$ cat config.mk
export PLATFORM = sky130hd
export DESIGN_NAME = directional_neighbor_rect_search_flat
export DESIGN_NICKNAME = d
export VERILOG_FILES = /design/src/hdl/dnrs_pkg.sv /design/src/hdl/dnrs_req_if.sv /design/src/hdl/dnrs_rsp_if.sv /design/src/hdl/directional_neighbor_rect_search.sv /design/src/hdl/dnrs_datapath.sv /design/src/hdl/dnrs_ctrl.sv /design/src/flat_wrapper.sv
export SDC_FILE = /design/constraint.sdc
export NUM_CORES = 2
export LEC_CHECK = 0
export ABC_AREA = 1
export BUFFER_PORTS_ARGS = -buffer_cell sky130_fd_sc_hd__buf_2
export CAP_MARGIN = 15
export CORE_MARGIN = 2
export CORE_UTILIZATION = 25
export DETAILED_ROUTE_END_ITERATION = 10
export PLACE_DENSITY_LB_ADDON = 0.25
export SYNTH_ARGS = -nofsm -noshare
export SYNTH_HDL_FRONTEND = slang
export SYNTH_SLANG_ARGS = --single-unit
$ cat constraint.sdc
create_clock -name clock -period 15.1 [get_ports clock]
set_clock_uncertainty 0.05 [all_clocks]
set_input_delay 1.51 -clock clock [delete_from_list [all_inputs] [get_ports clock]]
set_output_delay 1.51 -clock clock [all_outputs]
set_load 0.02 [all_outputs]
$ cat src/hdl/dnrs_pkg.sv
// ----------------------------------------------------------------------------
// dnrs_pkg
// Shared constants, codes and control structs of the directional neighbour
// rectangle search block.
// ----------------------------------------------------------------------------
`default_nettype none

package dnrs_pkg;

   // default sizes
   localparam int MAX_ENTRIES_DEF = 16;
   localparam int COORD_BITS_DEF  = 16;

   // fixed field widths
   localparam int COMMAND_BITS = 2;
   localparam int DIR_BITS     = 2;
   localparam int INDEX_BITS   = 4;

   // command codes
   localparam logic [COMMAND_BITS-1:0] CMD_CLEAR  = 2'd0;
   localparam logic [COMMAND_BITS-1:0] CMD_APPEND = 2'd1;
   localparam logic [COMMAND_BITS-1:0] CMD_QUERY  = 2'd2;

   // direction codes
   localparam logic [DIR_BITS-1:0] DIR_NORTH = 2'd0;
   localparam logic [DIR_BITS-1:0] DIR_EAST  = 2'd1;
   localparam logic [DIR_BITS-1:0] DIR_SOUTH = 2'd2;
   localparam logic [DIR_BITS-1:0] DIR_WEST  = 2'd3;

   // controller to datapath commands
   typedef struct packed {
      logic clear;       // empty the table
      logic append;      // write the incoming rectangle
      logic load_query;  // latch the query rectangle and direction
      logic scan_start;  // rewind the scan and forget the best entry
      logic scan_step;   // read the next table entry
      logic shift;       // move the query past the far extreme
      logic load_rsp;    // capture the answer in the output register
   } ctl_cmd_type;

   // datapath to controller status
   typedef struct packed {
      logic scan_end;    // every valid entry has been read
      logic hit;         // a candidate has been found in this pass
      logic count_zero;  // the table is empty
   } dp_stat_type;

endpackage

`default_nettype wire

$ cat src/hdl/dnrs_req_if.sv
// ----------------------------------------------------------------------------
// dnrs_req_if
// Request channel: command and query or append rectangle.
// ----------------------------------------------------------------------------
`default_nettype none

interface dnrs_req_if #(
   parameter int COORD_BITS = dnrs_pkg::COORD_BITS_DEF
);
   logic                                valid;
   logic                                ready;
   logic [dnrs_pkg::COMMAND_BITS-1:0]   command;
   logic signed [COORD_BITS-1:0]        left_edge;
   logic signed [COORD_BITS-1:0]        top_edge;
   logic signed [COORD_BITS-1:0]        right_edge;
   logic signed [COORD_BITS-1:0]        bottom_edge;
   logic [dnrs_pkg::DIR_BITS-1:0]       direction;
   logic                                wrap_enable;

   modport source (
      output valid, command, left_edge, top_edge, right_edge, bottom_edge,
             direction, wrap_enable,
      input  ready
   );

   modport sink (
      input  valid, command, left_edge, top_edge, right_edge, bottom_edge,
             direction, wrap_enable,
      output ready
   );
endinterface

`default_nettype wire

$ cat src/hdl/dnrs_rsp_if.sv
// ----------------------------------------------------------------------------
// dnrs_rsp_if
// Response channel: query answer.
// ----------------------------------------------------------------------------
`default_nettype none

interface dnrs_rsp_if;
   logic                              valid;
   logic                              ready;
   logic                              found;
   logic [dnrs_pkg::INDEX_BITS-1:0]   entry_index;

   modport source (
      output valid, found, entry_index,
      input  ready
   );

   modport sink (
      input  valid, found, entry_index,
      output ready
   );
endinterface

`default_nettype wire

$ cat src/hdl/directional_neighbor_rect_search.sv
// Clear and append are done at acceptance and leave the block ready for the next transaction.
// A query reads each stored entry once per pass (one table read per entry per pass),
// and runs a second pass when the wrap retry is taken.
// One transaction is in progress at a time; a finished answer waits in the output
// register while the next transaction is accepted.
// Reset empties the table; stored rectangles are not cleared and need no sweep.
// ----------------------------------------------------------------------------
// directional_neighbor_rect_search
// Table of rectangles with a nearest-neighbour search in one of four
// directions, with optional wrap-around retry from the far side.
// ----------------------------------------------------------------------------
`default_nettype none

module directional_neighbor_rect_search #(
   parameter int MAX_ENTRIES = dnrs_pkg::MAX_ENTRIES_DEF,
   parameter int COORD_BITS  = dnrs_pkg::COORD_BITS_DEF
) (
   input  wire logic   clock,
   input  wire logic   reset,
   dnrs_req_if.sink    req_chan,
   dnrs_rsp_if.source  rsp_chan
);

   dnrs_pkg::ctl_cmd_type cmd;
   dnrs_pkg::dp_stat_type stat;
   logic                  req_ready;
   logic                  rsp_valid;
   logic                  rsp_found;
   logic [dnrs_pkg::INDEX_BITS-1:0] rsp_entry_index;

   // sequencer
   dnrs_ctrl u_ctrl (
      .clock           (clock),
      .reset           (reset),
      .req_valid       (req_chan.valid),
      .req_ready       (req_ready),
      .req_command     (req_chan.command),
      .req_wrap_enable (req_chan.wrap_enable),
      .rsp_valid       (rsp_valid),
      .rsp_ready       (rsp_chan.ready),
      .cmd             (cmd),
      .stat            (stat)
   );

   // table and search datapath
   dnrs_datapath #(
      .MAX_ENTRIES (MAX_ENTRIES),
      .COORD_BITS  (COORD_BITS)
   ) u_datapath (
      .clock           (clock),
      .reset           (reset),
      .cmd             (cmd),
      .stat            (stat),
      .req_left_edge   (req_chan.left_edge),
      .req_top_edge    (req_chan.top_edge),
      .req_right_edge  (req_chan.right_edge),
      .req_bottom_edge (req_chan.bottom_edge),
      .req_direction   (req_chan.direction),
      .rsp_found       (rsp_found),
      .rsp_entry_index (rsp_entry_index)
   );

   // channel hookup
   assign req_chan.ready       = req_ready;
   assign rsp_chan.valid       = rsp_valid;
   assign rsp_chan.found       = rsp_found;
   assign rsp_chan.entry_index = rsp_entry_index;

endmodule

`default_nettype wire

$ cat src/hdl/dnrs_datapath.sv
// ----------------------------------------------------------------------------
// dnrs_datapath
// Rectangle table, scan pipeline (read, measure, select), far-side extreme
// tracking, query shift and response payload register.
// ----------------------------------------------------------------------------
`default_nettype none

module dnrs_datapath #(
   parameter int MAX_ENTRIES = dnrs_pkg::MAX_ENTRIES_DEF,
   parameter int COORD_BITS  = dnrs_pkg::COORD_BITS_DEF
) (
   input  wire logic                              clock,
   input  wire logic                              reset,
   input  wire dnrs_pkg::ctl_cmd_type             cmd,
   output dnrs_pkg::dp_stat_type                  stat,
   input  wire logic signed [COORD_BITS-1:0]      req_left_edge,
   input  wire logic signed [COORD_BITS-1:0]      req_top_edge,
   input  wire logic signed [COORD_BITS-1:0]      req_right_edge,
   input  wire logic signed [COORD_BITS-1:0]      req_bottom_edge,
   input  wire logic [dnrs_pkg::DIR_BITS-1:0]     req_direction,
   output logic                                   rsp_found,
   output logic [dnrs_pkg::INDEX_BITS-1:0]        rsp_entry_index
);

   // query width covers the shifted query, metrics one bit more
   localparam int C  = COORD_BITS;
   localparam int QW = COORD_BITS + 3;
   localparam int DW = QW + 1;
   localparam int IW = (MAX_ENTRIES > 1) ? $clog2(MAX_ENTRIES) : 1;
   localparam int CW = $clog2(MAX_ENTRIES + 1);
   localparam int XW = IW + dnrs_pkg::INDEX_BITS;

   // table storage
   logic [4*C-1:0]               mem [MAX_ENTRIES];
   logic [CW-1:0]                count_ff, count_in;
   logic                         wr_en;

   // query state
   logic signed [QW-1:0]         ql_ff, qt_ff, qr_ff, qb_ff;
   logic signed [QW-1:0]         ql_in, qt_in, qr_in, qb_in;
   logic [dnrs_pkg::DIR_BITS-1:0] dir_ff;

   // scan pipeline
   logic [CW-1:0]                addr_ff;
   logic                         s1_valid_ff;
   logic [IW-1:0]                s1_idx_ff;
   logic [4*C-1:0]               s1_data_ff;
   logic                         s2_valid_ff;
   logic [IW-1:0]                s2_idx_ff;
   logic                         s2_cand_ff, s2_cand_in;
   logic [DW-1:0]                s2_gap_ff, s2_gap_in;
   logic signed [DW-1:0]         s2_ov_ff, s2_ov_in;
   logic signed [C-1:0]          s2_ext_ff, s2_ext_in;

   // selection state
   logic                         have_ff;
   logic [IW-1:0]                best_idx_ff;
   logic [DW-1:0]                best_gap_ff;
   logic signed [DW-1:0]         best_ov_ff;
   logic signed [C-1:0]          ext_ff;
   logic                         better;
   logic                         ext_lower;

   // metric working values
   logic signed [C-1:0]          r_l, r_t, r_r, r_b;
   logic signed [DW-1:0]         rl, rt, rr, rb, ql, qt, qr, qb;
   logic signed [DW-1:0]         hi_min, lo_max, diff;
   logic                         beyond;

   // shift working values
   logic signed [QW-1:0]         w, h, ext_q;

   // output payload
   logic                         found_ff;
   logic [dnrs_pkg::INDEX_BITS-1:0] idx_out_ff;
   logic [XW-1:0]                idx_wide;

   // table write and registered read
   assign wr_en = cmd.append && (count_ff < CW'(MAX_ENTRIES));

   always_ff @(posedge clock) begin
      if (wr_en) begin
         mem[count_ff[IW-1:0]] <= {req_bottom_edge, req_right_edge,
                                   req_top_edge, req_left_edge};
      end
      if (cmd.scan_step) begin
         s1_data_ff <= mem[addr_ff[IW-1:0]];
      end
   end

   // entry count
   always_comb begin
      count_in = count_ff;
      if (cmd.clear) begin
         count_in = '0;
      end else if (wr_en) begin
         count_in = count_ff + CW'(1);
      end
   end

   // scan control registers
   always_ff @(posedge clock) begin
      if (reset) begin
         count_ff    <= '0;
         addr_ff     <= '0;
         s1_valid_ff <= 1'b0;
         s2_valid_ff <= 1'b0;
         have_ff     <= 1'b0;
      end else begin
         count_ff    <= count_in;
         s1_valid_ff <= cmd.scan_step;
         s2_valid_ff <= s1_valid_ff;
         if (cmd.scan_start) begin
            addr_ff <= '0;
            have_ff <= 1'b0;
         end else begin
            if (cmd.scan_step) begin
               addr_ff <= addr_ff + CW'(1);
            end
            if (s2_valid_ff && s2_cand_ff && better) begin
               have_ff <= 1'b1;
            end
         end
      end
   end

   // measure stage: cross-axis overlap, beyond test and edge gap
   always_comb begin
      r_l = s1_data_ff[C-1:0];
      r_t = s1_data_ff[2*C-1:C];
      r_r = s1_data_ff[3*C-1:2*C];
      r_b = s1_data_ff[4*C-1:3*C];
      rl  = DW'(r_l);
      rt  = DW'(r_t);
      rr  = DW'(r_r);
      rb  = DW'(r_b);
      ql  = DW'(ql_ff);
      qt  = DW'(qt_ff);
      qr  = DW'(qr_ff);
      qb  = DW'(qb_ff);
      if (dir_ff == dnrs_pkg::DIR_EAST || dir_ff == dnrs_pkg::DIR_WEST) begin
         hi_min = (qb < rb) ? qb : rb;
         lo_max = (qt > rt) ? qt : rt;
      end else begin
         hi_min = (qr < rr) ? qr : rr;
         lo_max = (ql > rl) ? ql : rl;
      end
      s2_ov_in = hi_min - lo_max;
      case (dir_ff)
         dnrs_pkg::DIR_NORTH: begin
            beyond    = rt < qt;
            diff      = rb - qt;
            s2_ext_in = r_b;
         end
         dnrs_pkg::DIR_EAST: begin
            beyond    = rr > qr;
            diff      = rl - qr;
            s2_ext_in = r_l;
         end
         dnrs_pkg::DIR_SOUTH: begin
            beyond    = rb > qb;
            diff      = rt - qb;
            s2_ext_in = r_t;
         end
         default: begin
            beyond    = rl < ql;
            diff      = rr - ql;
            s2_ext_in = r_r;
         end
      endcase
      s2_gap_in  = (diff < 0) ? DW'(-diff) : DW'(diff);
      s2_cand_in = (s2_ov_in > 0) && beyond;
   end

   always_ff @(posedge clock) begin
      s1_idx_ff  <= addr_ff[IW-1:0];
      s2_idx_ff  <= s1_idx_ff;
      s2_cand_ff <= s2_cand_in;
      s2_gap_ff  <= s2_gap_in;
      s2_ov_ff   <= s2_ov_in;
      s2_ext_ff  <= s2_ext_in;
   end

   // select stage: nearest gap, then widest overlap, then earliest entry
   assign better = !have_ff || (s2_gap_ff < best_gap_ff) ||
                   ((s2_gap_ff == best_gap_ff) && (s2_ov_ff > best_ov_ff));
   assign ext_lower = (dir_ff == dnrs_pkg::DIR_EAST) ||
                      (dir_ff == dnrs_pkg::DIR_SOUTH);

   always_ff @(posedge clock) begin
      if (s2_valid_ff && s2_cand_ff && better) begin
         best_gap_ff <= s2_gap_ff;
         best_ov_ff  <= s2_ov_ff;
         best_idx_ff <= s2_idx_ff;
      end
      // far-side extreme over all entries
      if (s2_valid_ff) begin
         if (s2_idx_ff == '0) begin
            ext_ff <= s2_ext_ff;
         end else if (ext_lower) begin
            if (s2_ext_ff < ext_ff) begin
               ext_ff <= s2_ext_ff;
            end
         end else if (s2_ext_ff > ext_ff) begin
            ext_ff <= s2_ext_ff;
         end
      end
   end

   // query load and far-side shift
   always_comb begin
      w     = qr_ff - ql_ff;
      h     = qb_ff - qt_ff;
      ext_q = QW'(ext_ff);
      ql_in = ql_ff;
      qt_in = qt_ff;
      qr_in = qr_ff;
      qb_in = qb_ff;
      if (cmd.load_query) begin
         ql_in = QW'(req_left_edge);
         qt_in = QW'(req_top_edge);
         qr_in = QW'(req_right_edge);
         qb_in = QW'(req_bottom_edge);
      end else if (cmd.shift) begin
         case (dir_ff)
            dnrs_pkg::DIR_NORTH: begin
               qt_in = ext_q + h;
               qb_in = ext_q + (h <<< 1);
            end
            dnrs_pkg::DIR_EAST: begin
               ql_in = ext_q - w;
               qr_in = ext_q;
            end
            dnrs_pkg::DIR_SOUTH: begin
               qt_in = ext_q - h;
               qb_in = ext_q;
            end
            default: begin
               ql_in = ext_q + w;
               qr_in = ext_q + (w <<< 1);
            end
         endcase
      end
   end

   always_ff @(posedge clock) begin
      ql_ff <= ql_in;
      qt_ff <= qt_in;
      qr_ff <= qr_in;
      qb_ff <= qb_in;
      if (cmd.load_query) begin
         dir_ff <= req_direction;
      end
   end

   // response payload register
   assign idx_wide = XW'(best_idx_ff);

   always_ff @(posedge clock) begin
      if (cmd.load_rsp) begin
         found_ff   <= have_ff;
         idx_out_ff <= have_ff ? idx_wide[dnrs_pkg::INDEX_BITS-1:0] : '0;
      end
   end

   assign rsp_found       = found_ff;
   assign rsp_entry_index = idx_out_ff;

   // status
   assign stat.scan_end   = (addr_ff == count_ff);
   assign stat.hit        = have_ff;
   assign stat.count_zero = (count_ff == '0);

   // checks
   a_count_bound: assert property (@(posedge clock) disable iff (reset)
      count_ff <= CW'(MAX_ENTRIES))
      else $error("entry count beyond table size");

   a_read_in_range: assert property (@(posedge clock) disable iff (reset)
      s2_valid_ff |-> (CW'(s2_idx_ff) < count_ff))
      else $error("scan read an entry past the fill count");

   a_empty_answer: assert property (@(posedge clock) disable iff (reset)
      cmd.load_rsp |=> (found_ff || idx_out_ff == '0))
      else $error("not-found answer carries a nonzero index");

endmodule

`default_nettype wire

$ cat src/hdl/dnrs_ctrl.sv
// ----------------------------------------------------------------------------
// dnrs_ctrl
// Sequencer: decodes commands, runs the scan passes, starts the wrap retry
// and hands the answer to the response register.
// ----------------------------------------------------------------------------
`default_nettype none

module dnrs_ctrl (
   input  wire logic                                  clock,
   input  wire logic                                  reset,
   input  wire logic                                  req_valid,
   output logic                                       req_ready,
   input  wire logic [dnrs_pkg::COMMAND_BITS-1:0]     req_command,
   input  wire logic                                  req_wrap_enable,
   output logic                                       rsp_valid,
   input  wire logic                                  rsp_ready,
   output dnrs_pkg::ctl_cmd_type                      cmd,
   input  wire dnrs_pkg::dp_stat_type                 stat
);

   typedef enum logic [4:0] {
      ST_IDLE  = 5'b00001,
      ST_SCAN  = 5'b00010,
      ST_DRAIN = 5'b00100,
      ST_SHIFT = 5'b01000,
      ST_RESP  = 5'b10000
   } state_type;

   state_type state_ff, state_in;
   logic      drain_ff, drain_in;
   logic      second_ff, second_in;
   logic      wrap_ff, wrap_in;
   logic      rsp_valid_ff, rsp_valid_in;
   logic      req_fire;
   logic      rsp_free;

   assign req_ready = (state_ff == ST_IDLE);
   assign req_fire  = req_valid && req_ready;
   assign rsp_free  = !rsp_valid_ff || rsp_ready;

   // next state and commands
   always_comb begin
      state_in     = state_ff;
      drain_in     = drain_ff;
      second_in    = second_ff;
      wrap_in      = wrap_ff;
      rsp_valid_in = rsp_valid_ff && !rsp_ready;
      cmd          = '0;
      unique case (state_ff)
         ST_IDLE: begin
            if (req_fire) begin
               case (req_command)
                  dnrs_pkg::CMD_CLEAR:  cmd.clear = 1'b1;
                  dnrs_pkg::CMD_APPEND: cmd.append = 1'b1;
                  dnrs_pkg::CMD_QUERY: begin
                     cmd.load_query = 1'b1;
                     cmd.scan_start = 1'b1;
                     wrap_in        = req_wrap_enable;
                     second_in      = 1'b0;
                     state_in       = ST_SCAN;
                  end
                  default: ;
               endcase
            end
         end
         ST_SCAN: begin
            if (stat.scan_end) begin
               drain_in = 1'b0;
               state_in = ST_DRAIN;
            end else begin
               cmd.scan_step = 1'b1;
            end
         end
         ST_DRAIN: begin
            // wait for the measure and select stages to empty
            if (!drain_ff) begin
               drain_in = 1'b1;
            end else if (!second_ff && !stat.hit && wrap_ff && !stat.count_zero) begin
               state_in = ST_SHIFT;
            end else begin
               state_in = ST_RESP;
            end
         end
         ST_SHIFT: begin
            cmd.shift      = 1'b1;
            cmd.scan_start = 1'b1;
            second_in      = 1'b1;
            state_in       = ST_SCAN;
         end
         ST_RESP: begin
            if (rsp_free) begin
               cmd.load_rsp = 1'b1;
               rsp_valid_in = 1'b1;
               state_in     = ST_IDLE;
            end
         end
         default: state_in = ST_IDLE;
      endcase
   end

   always_ff @(posedge clock) begin
      if (reset) begin
         state_ff     <= ST_IDLE;
         drain_ff     <= 1'b0;
         second_ff    <= 1'b0;
         wrap_ff      <= 1'b0;
         rsp_valid_ff <= 1'b0;
      end else begin
         state_ff     <= state_in;
         drain_ff     <= drain_in;
         second_ff    <= second_in;
         wrap_ff      <= wrap_in;
         rsp_valid_ff <= rsp_valid_in;
      end
   end

   assign rsp_valid = rsp_valid_ff;

   // checks
   a_one_retry: assert property (@(posedge clock) disable iff (reset)
      (state_ff == ST_DRAIN && second_ff) |=> (state_ff != ST_SHIFT))
      else $error("wrap retry started twice for one query");

   a_shift_marks_second: assert property (@(posedge clock) disable iff (reset)
      (state_ff == ST_SHIFT) |=> (state_ff == ST_SCAN && second_ff))
      else $error("shift not followed by the second pass");

   a_no_overwrite: assert property (@(posedge clock) disable iff (reset)
      cmd.load_rsp |-> rsp_free)
      else $error("answer loaded over an untaken response");

endmodule

`default_nettype wire

$ cat src/flat_wrapper.sv
// flat-port wrapper written by rule: the top's interface ports become plain ports
module directional_neighbor_rect_search_flat 
#(
   parameter int MAX_ENTRIES = dnrs_pkg::MAX_ENTRIES_DEF,
   parameter int COORD_BITS  = dnrs_pkg::COORD_BITS_DEF
)
  (clock, reset, req_chan_valid, req_chan_command, req_chan_left_edge, req_chan_top_edge, req_chan_right_edge, req_chan_bottom_edge, req_chan_direction, req_chan_wrap_enable, req_chan_ready, rsp_chan_valid, rsp_chan_found, rsp_chan_entry_index, rsp_chan_ready);
  dnrs_req_if #(.COORD_BITS(COORD_BITS)) req_chan_i ();
  dnrs_rsp_if rsp_chan_i ();
  input  wire logic clock;
  input  wire logic reset;
  input wire logic [$bits(req_chan_i.valid)-1:0] req_chan_valid;
  input wire logic [$bits(req_chan_i.command)-1:0] req_chan_command;
  input wire logic [$bits(req_chan_i.left_edge)-1:0] req_chan_left_edge;
  input wire logic [$bits(req_chan_i.top_edge)-1:0] req_chan_top_edge;
  input wire logic [$bits(req_chan_i.right_edge)-1:0] req_chan_right_edge;
  input wire logic [$bits(req_chan_i.bottom_edge)-1:0] req_chan_bottom_edge;
  input wire logic [$bits(req_chan_i.direction)-1:0] req_chan_direction;
  input wire logic [$bits(req_chan_i.wrap_enable)-1:0] req_chan_wrap_enable;
  output wire logic [$bits(req_chan_i.ready)-1:0] req_chan_ready;
  output wire logic [$bits(rsp_chan_i.valid)-1:0] rsp_chan_valid;
  output wire logic [$bits(rsp_chan_i.found)-1:0] rsp_chan_found;
  output wire logic [$bits(rsp_chan_i.entry_index)-1:0] rsp_chan_entry_index;
  input wire logic [$bits(rsp_chan_i.ready)-1:0] rsp_chan_ready;
  assign req_chan_i.valid = req_chan_valid;
  assign req_chan_i.command = req_chan_command;
  assign req_chan_i.left_edge = req_chan_left_edge;
  assign req_chan_i.top_edge = req_chan_top_edge;
  assign req_chan_i.right_edge = req_chan_right_edge;
  assign req_chan_i.bottom_edge = req_chan_bottom_edge;
  assign req_chan_i.direction = req_chan_direction;
  assign req_chan_i.wrap_enable = req_chan_wrap_enable;
  assign req_chan_ready = req_chan_i.ready;
  assign rsp_chan_valid = rsp_chan_i.valid;
  assign rsp_chan_found = rsp_chan_i.found;
  assign rsp_chan_entry_index = rsp_chan_i.entry_index;
  assign rsp_chan_i.ready = rsp_chan_ready;
  directional_neighbor_rect_search #(.MAX_ENTRIES(MAX_ENTRIES), .COORD_BITS(COORD_BITS)) u_core (.clock(clock), .reset(reset), .req_chan(req_chan_i), .rsp_chan(rsp_chan_i));
endmodule
Word-level counts from Yosys, hierarchy flattened --
Memories as Yosys holds them, arrays and structs flattened. A register that Yosys moved wholly into a read port is not among the register bits. Index checks and enable logic that the tools add are counted. W data, S select, Z words.
Word-level totals: word-level logic and storage cells 170, register bits 230, bits in writable memories 1024, memories 1
Operators by class: reduce and logical (&&, ||, !) cells 39, magnitude comparators 15, eq/ne operators 19, multiplexer cells 53, add/subtract/negate cells 16
Memories:
- u_core.u_datapath.mem | words 16, bits a word 64, rd ports 1, clocked after Yosys merged registers in 1, write ports 1, line dnrs_datapath.sv:34 | logic [4*C-1:0] mem [MAX_ENTRIES];
Operators by type and width (count):
- $mux W19 | 8
- $pmux W19 S2 | 4
- $mux W20 | 7
- $sub A16 B19 Y20 | 4
- $add A16 B19 Y19 | 4
- $mux W16 | 4
- $pmux W20 S3 | 1
- $pmux W16 S3 | 1
- $gt A16 B19 Y1 | 2
- $gt A19 B16 Y1 | 2
- $lt A16 B19 Y1 | 2
- $lt A19 B16 Y1 | 2
- $sub A16 B19 Y19 | 2
- $sub A19 B19 Y19 | 2
- $mux W5 | 6
- $pmux W5 S5 | 1
- $eq A20 B20 Y1 | 1
- $gt A20 B1 Y1 const B | 1
- $gt A20 B20 Y1 | 1
- $lt A20 B1 Y1 const B | 1
- $lt A20 B20 Y1 | 1
- $neg A20 Y20 | 1
- $sub A20 B20 Y20 | 1
- $gt A16 B16 Y1 | 1
- 32 further kinds | 82

Depth between registers and ports, before layout --
depth after elaboration 7, gate-level depth with buffers 31, mapped depth without buffers 31

By module --
A second synthesis with hierarchy kept.
Unflattened totals: cells, all modules 6625, area total of the unflattened synthesis 68186.6 um^2
Modules (own cells, without submodules):
- dnrs_datapath | cells each 6545, area an instance 67668.6 um^2, sequential area each 38527.0 um^2, times used 1
- dnrs_ctrl | cells each 80, area an instance 518.0 um^2, sequential area each 180.2 um^2, times used 1

Least setup slack after synthesis --
Ideal clock, no wire load.
path kind input to register, start point input port req_chan_valid, end point memory u_core.u_datapath.mem[11][0] (netlist bit) (enable), buffers on the path 0, setup slack 9580 ps, stages 10, arrival time 4983 ps, data required time 14564 ps, cell sequence inv_1 nor2_1 inv_1 nor2_1 inv_1 nor2_2 inv_2 nor2_1 nand3_1 nor2_1
Between the ends: longest elaborated chain between the ends 6
RTL lines:
- start: declaration | line flat_wrapper.sv:12 | input wire logic [$bits(req_chan_i.valid)-1:0] req_chan_valid;
- $logic_and A1 B1 Y1 | line dnrs_ctrl.sv:38 | assign req_fire = req_valid && req_ready;
- $mux W4 | line dnrs_ctrl.sv:51 | if (req_fire) begin
- $mux W3 | line dnrs_ctrl.sv:49 | unique case (state_ff)
- $logic_and A1 B1 Y1 | line dnrs_datapath.sv:79 | assign wr_en = cmd.append && (count_ff < CW'(MAX_ENTRIES));
- $mux W1 | line dnrs_datapath.sv:82 | if (wr_en) begin
- $mux W1 (not written as such) | line dnrs_datapath.sv:83 | mem[count_ff[IW-1:0]] <= {req_bottom_edge, req_right_edge,
- end: declaration | line dnrs_datapath.sv:34
Every way passes these cells.

Worst setup path in the final report --
start point register u_core.u_datapath.s1_data_ff[47] (read register of u_core.u_datapath.mem), end point register u_core.u_datapath.s2_cand_ff
Between the ends: longest elaborated chain between the ends 6
RTL lines:
- start: declaration | line dnrs_datapath.sv:47 | logic [4*C-1:0] s1_data_ff;
- $lt A19 B16 Y1 | line dnrs_datapath.sv:145 | hi_min = (qr < rr) ? qr : rr;
- $mux W20 (*) | line dnrs_datapath.sv:145
- $mux W20 (*) | line dnrs_datapath.sv:141 | if (dir_ff == dnrs_pkg::DIR_EAST || dir_ff == dnrs_pkg::DIR_WEST) begin
- $sub A20 B20 Y20 (*) | line dnrs_datapath.sv:148 | s2_ov_in = hi_min - lo_max;
- named net u_core.u_datapath.s2_ov_in[19] | line dnrs_datapath.sv:52 | logic signed [DW-1:0] s2_ov_ff, s2_ov_in;
- $gt A20 B1 Y1 (*) | line dnrs_datapath.sv:172 | s2_cand_in = (s2_ov_in > 0) && beyond;
- $logic_and A1 B1 Y1 (*) | line dnrs_datapath.sv:172
- named net u_core.u_datapath.s2_cand_in | line dnrs_datapath.sv:50 | logic s2_cand_ff, s2_cand_in;
- end signal: assignment | line dnrs_datapath.sv:178 | s2_cand_ff <= s2_cand_in;
- end: declaration | line dnrs_datapath.sv:50
Mark *: on every way through the listed nets, which the timed path passes. The rest lies on a longest branch. A chain may end at the register's enable or synchronous reset.

==> flow_summary.yaml <==
status:
  status: "complete, no violations"
timing:
  setup_viol: 0
  slew_viol_final: 0
  slew_headroom_pct: 19.9
  fin_crit_ps: 5960
  hold_ws_ps: 276
  grt_setup_unrepaired: "false"
  fin_crit_sh_pct: 39.4
  hold_violations: 0
  fin_setup_tns_ps: 0
  tightest_slew_ps: 1200
  max_freq_mhz: 168
pwr:
  peakVddDrop_uv: 117
  power.density_nw_per_um2: 135
  total_power_mw: 10.3
  power.leakage_nw: 28.5
critical_path:
  critPathTopFamily: "simple AND/OR/NAND/NOR gates"
  cp_slowest_cell: "o21ai_0"
  critical_path.most_common_cell: "nand2_1"
  setup.worst_path.start_class: "flip-flop"
  cp_data_arrival_time_ps: 6570
  cp_slowest_stage_delay_ps: 770
  crit_fanout: 20
  cp.required_ps: 15720
  critPathBufInv: 2
  path_class: "flip-flop to flip-flop"
  crit_path_end_kind: "flip-flop"
detailed_routing:
  drt.antenna.violating_nets: 0
  drt_iter0_markers: 5029
  avgRoutedWirePerCell_um: 24.6
  drcViolationCount: 0
  num_vias: 51200
  dr.pass1.iters: 6
  routed_wl_um: 255000
  vias_per_cell: 4.93
synthesis:
  ys_types: 65
  synth_edf_count: 1231
  ys.warnings.count: 0
  synth_nets: 7115
  syn_area_per_cell_um2: 9.99
  synth.top_cell.area_share_pct: 55.3
  netlist_area_um2: 66800
  synthFlopType: "edfxtp_1"
  ys_top_cells_by_area: "edfxtp_1, ha_1, nand2_1"
  synth_top_area_cell: "edfxtp_1"
  yosysSeqAreaShare_pct: 57.9
  synth_seq_cells: 1318
  synth_cells: 6687
  synthArstFlopShare_pct: 0
place:
  io_buffers: 79
  hpwl_um: 176000
  place_inst: 10100
  globalplace.congestion: 1.01
layout:
  fillers: 27700
  drive_gt1_share_pct: 7.27
  nNetsFinal: 7157
  final_util_pct: 28.6
  syn_to_final_growth_pct: 13.8
  instances_no_fill: 10400
clock_tree:
  post_cts_resized: 0
  holdBufCountCts: 0
  cts_tree: "done"
  ctsRootBufferMaster: "clkbuf_16"
  clk_latency_ps: 820
  clk_pin_slew_worst_paths_ps: 60
  cts_buffers: 148
  cts_buffer_depth: 3
  htree_levels: 4
  cts_setup_buffers: 0
  clock-sinks: 1318
grt:
  grt_pass1_vias: 49000
  antenna_found_initial: 29
  gr-total-overflow: 0
  top_usage_layer: "met2"
  grt.met1_usage_pct: 25.4
  grt_max_degree: 194
  use_met2_pct: 29.1
  gr-usage-met3_pct: 2.86
  grtUsageTotal_pct: 18.3
  grt_pass1_wl_um: 362000
floorplan:
  rows: 189
  die_w_um: 521
  floorplan.initialDensity_pct: 25.2
  die_h_um: 521
  pin_count: 80
  core_area_um2: 266000
  die_area_um2: 271000
run:
  drv_cap: 0
worst_hold_path:
  hold_path.class: "flip-flop to flip-flop"
-- sequential cells by signal, summed over array words and instances, names as in the netlist, 19 cells and up --
register                       cells
u_core.u_datapath.best_gap_ff     20
u_core.u_datapath.s1_data_ff      64
u_core.u_datapath.best_ov_ff      20
u_core.u_datapath.qr_ff           19
u_core.u_datapath.s2_gap_ff       20
u_core.u_datapath.ql_ff           19
u_core.u_datapath.mem           1024
u_core.u_datapath.qt_ff           19
u_core.u_datapath.s2_ov_ff        20
u_core.u_datapath.qb_ff           19
-- power breakdown --
group | switching (mW) | internal (mW)
combinational | 1.78 | 0.778
clock | 1.54 | 1.92
sequential | 0.0711 | 4.17
-- synthesized netlist by cell type, types with 12 or more instances --
master	number
nor3_1	29
o31ai_1	16
nand4_1	59
xnor2_1	41
nor2_2	12
dfxtp_1	87
o21ai_0	738
nor4_1	13
ha_1	344
o211ai_1	35
a21oi_1	400
o221ai_1	110
nand2_2	23
nand3_1	344
o22ai_1	158
o21ai_1	21
nand3b_1	35
buf_2	30
edfxtp_1	1231
buf_1	20
a21o_1	13
o21bai_1	12
clkbuf_1	215
inv_1	548
o21a_1	12
nor2_1	784
inv_2	19
xor2_1	71
a31oi_1	20
nand2_1	1130
-- cells by family (layout without fill, tap and decap cells) --
| kind of cell | Yosys count | after routing | share of synthesized area (%) |
|---|---|---|---|
| AO/OA/AOI/OAI | 1581 | 1581 | 13.4 |
| XOR/XNOR | 117 | 117 | 1.61 |
| adder cells (fa/ha/maj) | 355 | 355 | 6.77 |
| buffers and inverters | 843 | 1002 | 4.83 |
| flip-flops | 1318 | 1318 | 57.9 |
| multiplexers | 1 | 1 | 0.0150 |
| other | 0 | 11 | 0 |
| AND/OR/NAND/NOR | 2472 | 2472 | 15.5 |
-- layer usage --
metal	vias to the layer above	wire [um]
met4	20	8760
met1	25500	117000
met2	1536	116000
li1	23800	-
met3	345	14400
met5	-	137
-- layout by cell type, fill, tap and decap left out, types with 79 or more instances in the layout --
| master | synthesis | routed |
|---|---|---|
| ha_1 | 344 | 342 |
| edfxtp_1 | 1231 | 1231 |
| nand2_1 | 1130 | 1129 |
| o22ai_1 | 158 | 158 |
| nand3_1 | 344 | 344 |
| clkbuf_16 | 0 | 152 |
| o21ai_0 | 738 | 737 |
| buf_2 | 30 | 79 |
| nor2_1 | 784 | 766 |
| dfxtp_1 | 87 | 84 |
| inv_1 | 548 | 543 |
| a21oi_1 | 400 | 400 |
| o221ai_1 | 110 | 110 |
-- through the flow --
| stage | area [um2] | worst slack (ps) |
|---|---|---|
| 2_1_floorplan | 66800 | 9580 |
| 3_3_place_gp | 71400 | 9060 |
| 3_5_place_dp | 71400 | 9230 |
| 4_1_cts | 76000 | 9230 |
| 5_1_grt | 76000 | 8700 |
| 6_report | 76000 | 9140 |
-- worst reg2reg max path, delay by kind of cell (launching register included) --
family	cells	cell delay, ps
and+or+nand+nor	20	2650
buffers and inverters	2	570
xor gates and xnor gates	1	70
adders and majority gates	2	900
DFF	1	560
AOI/OAI and AO/OA	2	1020
-- final cells by class --
cell class,instances,area (um2),area share (%)
inverter,575,2180,2.87
timing repair buffer,160,1070,1.40
tap,3533,4420,5.81
sequential,1318,38700,50.9
antenna,11,27.5,0.0362
clock buffer,190,3960,5.20
clock inverter,77,612,0.805
multi-input combinational,4526,25100,33.0
-- worst paths after layout --
path,startpoint,end,slack [ps],cells after the start
max,u_core.u_datapath.s1_data_ff[47],u_core.u_datapath.s2_cand_ff,9140,27
min,u_core.u_datapath.s1_idx_ff[0],u_core.u_datapath.s2_idx_ff[0],280,0
max reg2reg,u_core.u_datapath.s1_data_ff[47],u_core.u_datapath.s2_cand_ff,9140,27
min reg2reg,u_core.u_datapath.s1_idx_ff[0],u_core.u_datapath.s2_idx_ff[0],280,0
Power figures use the tool's default switching activity.
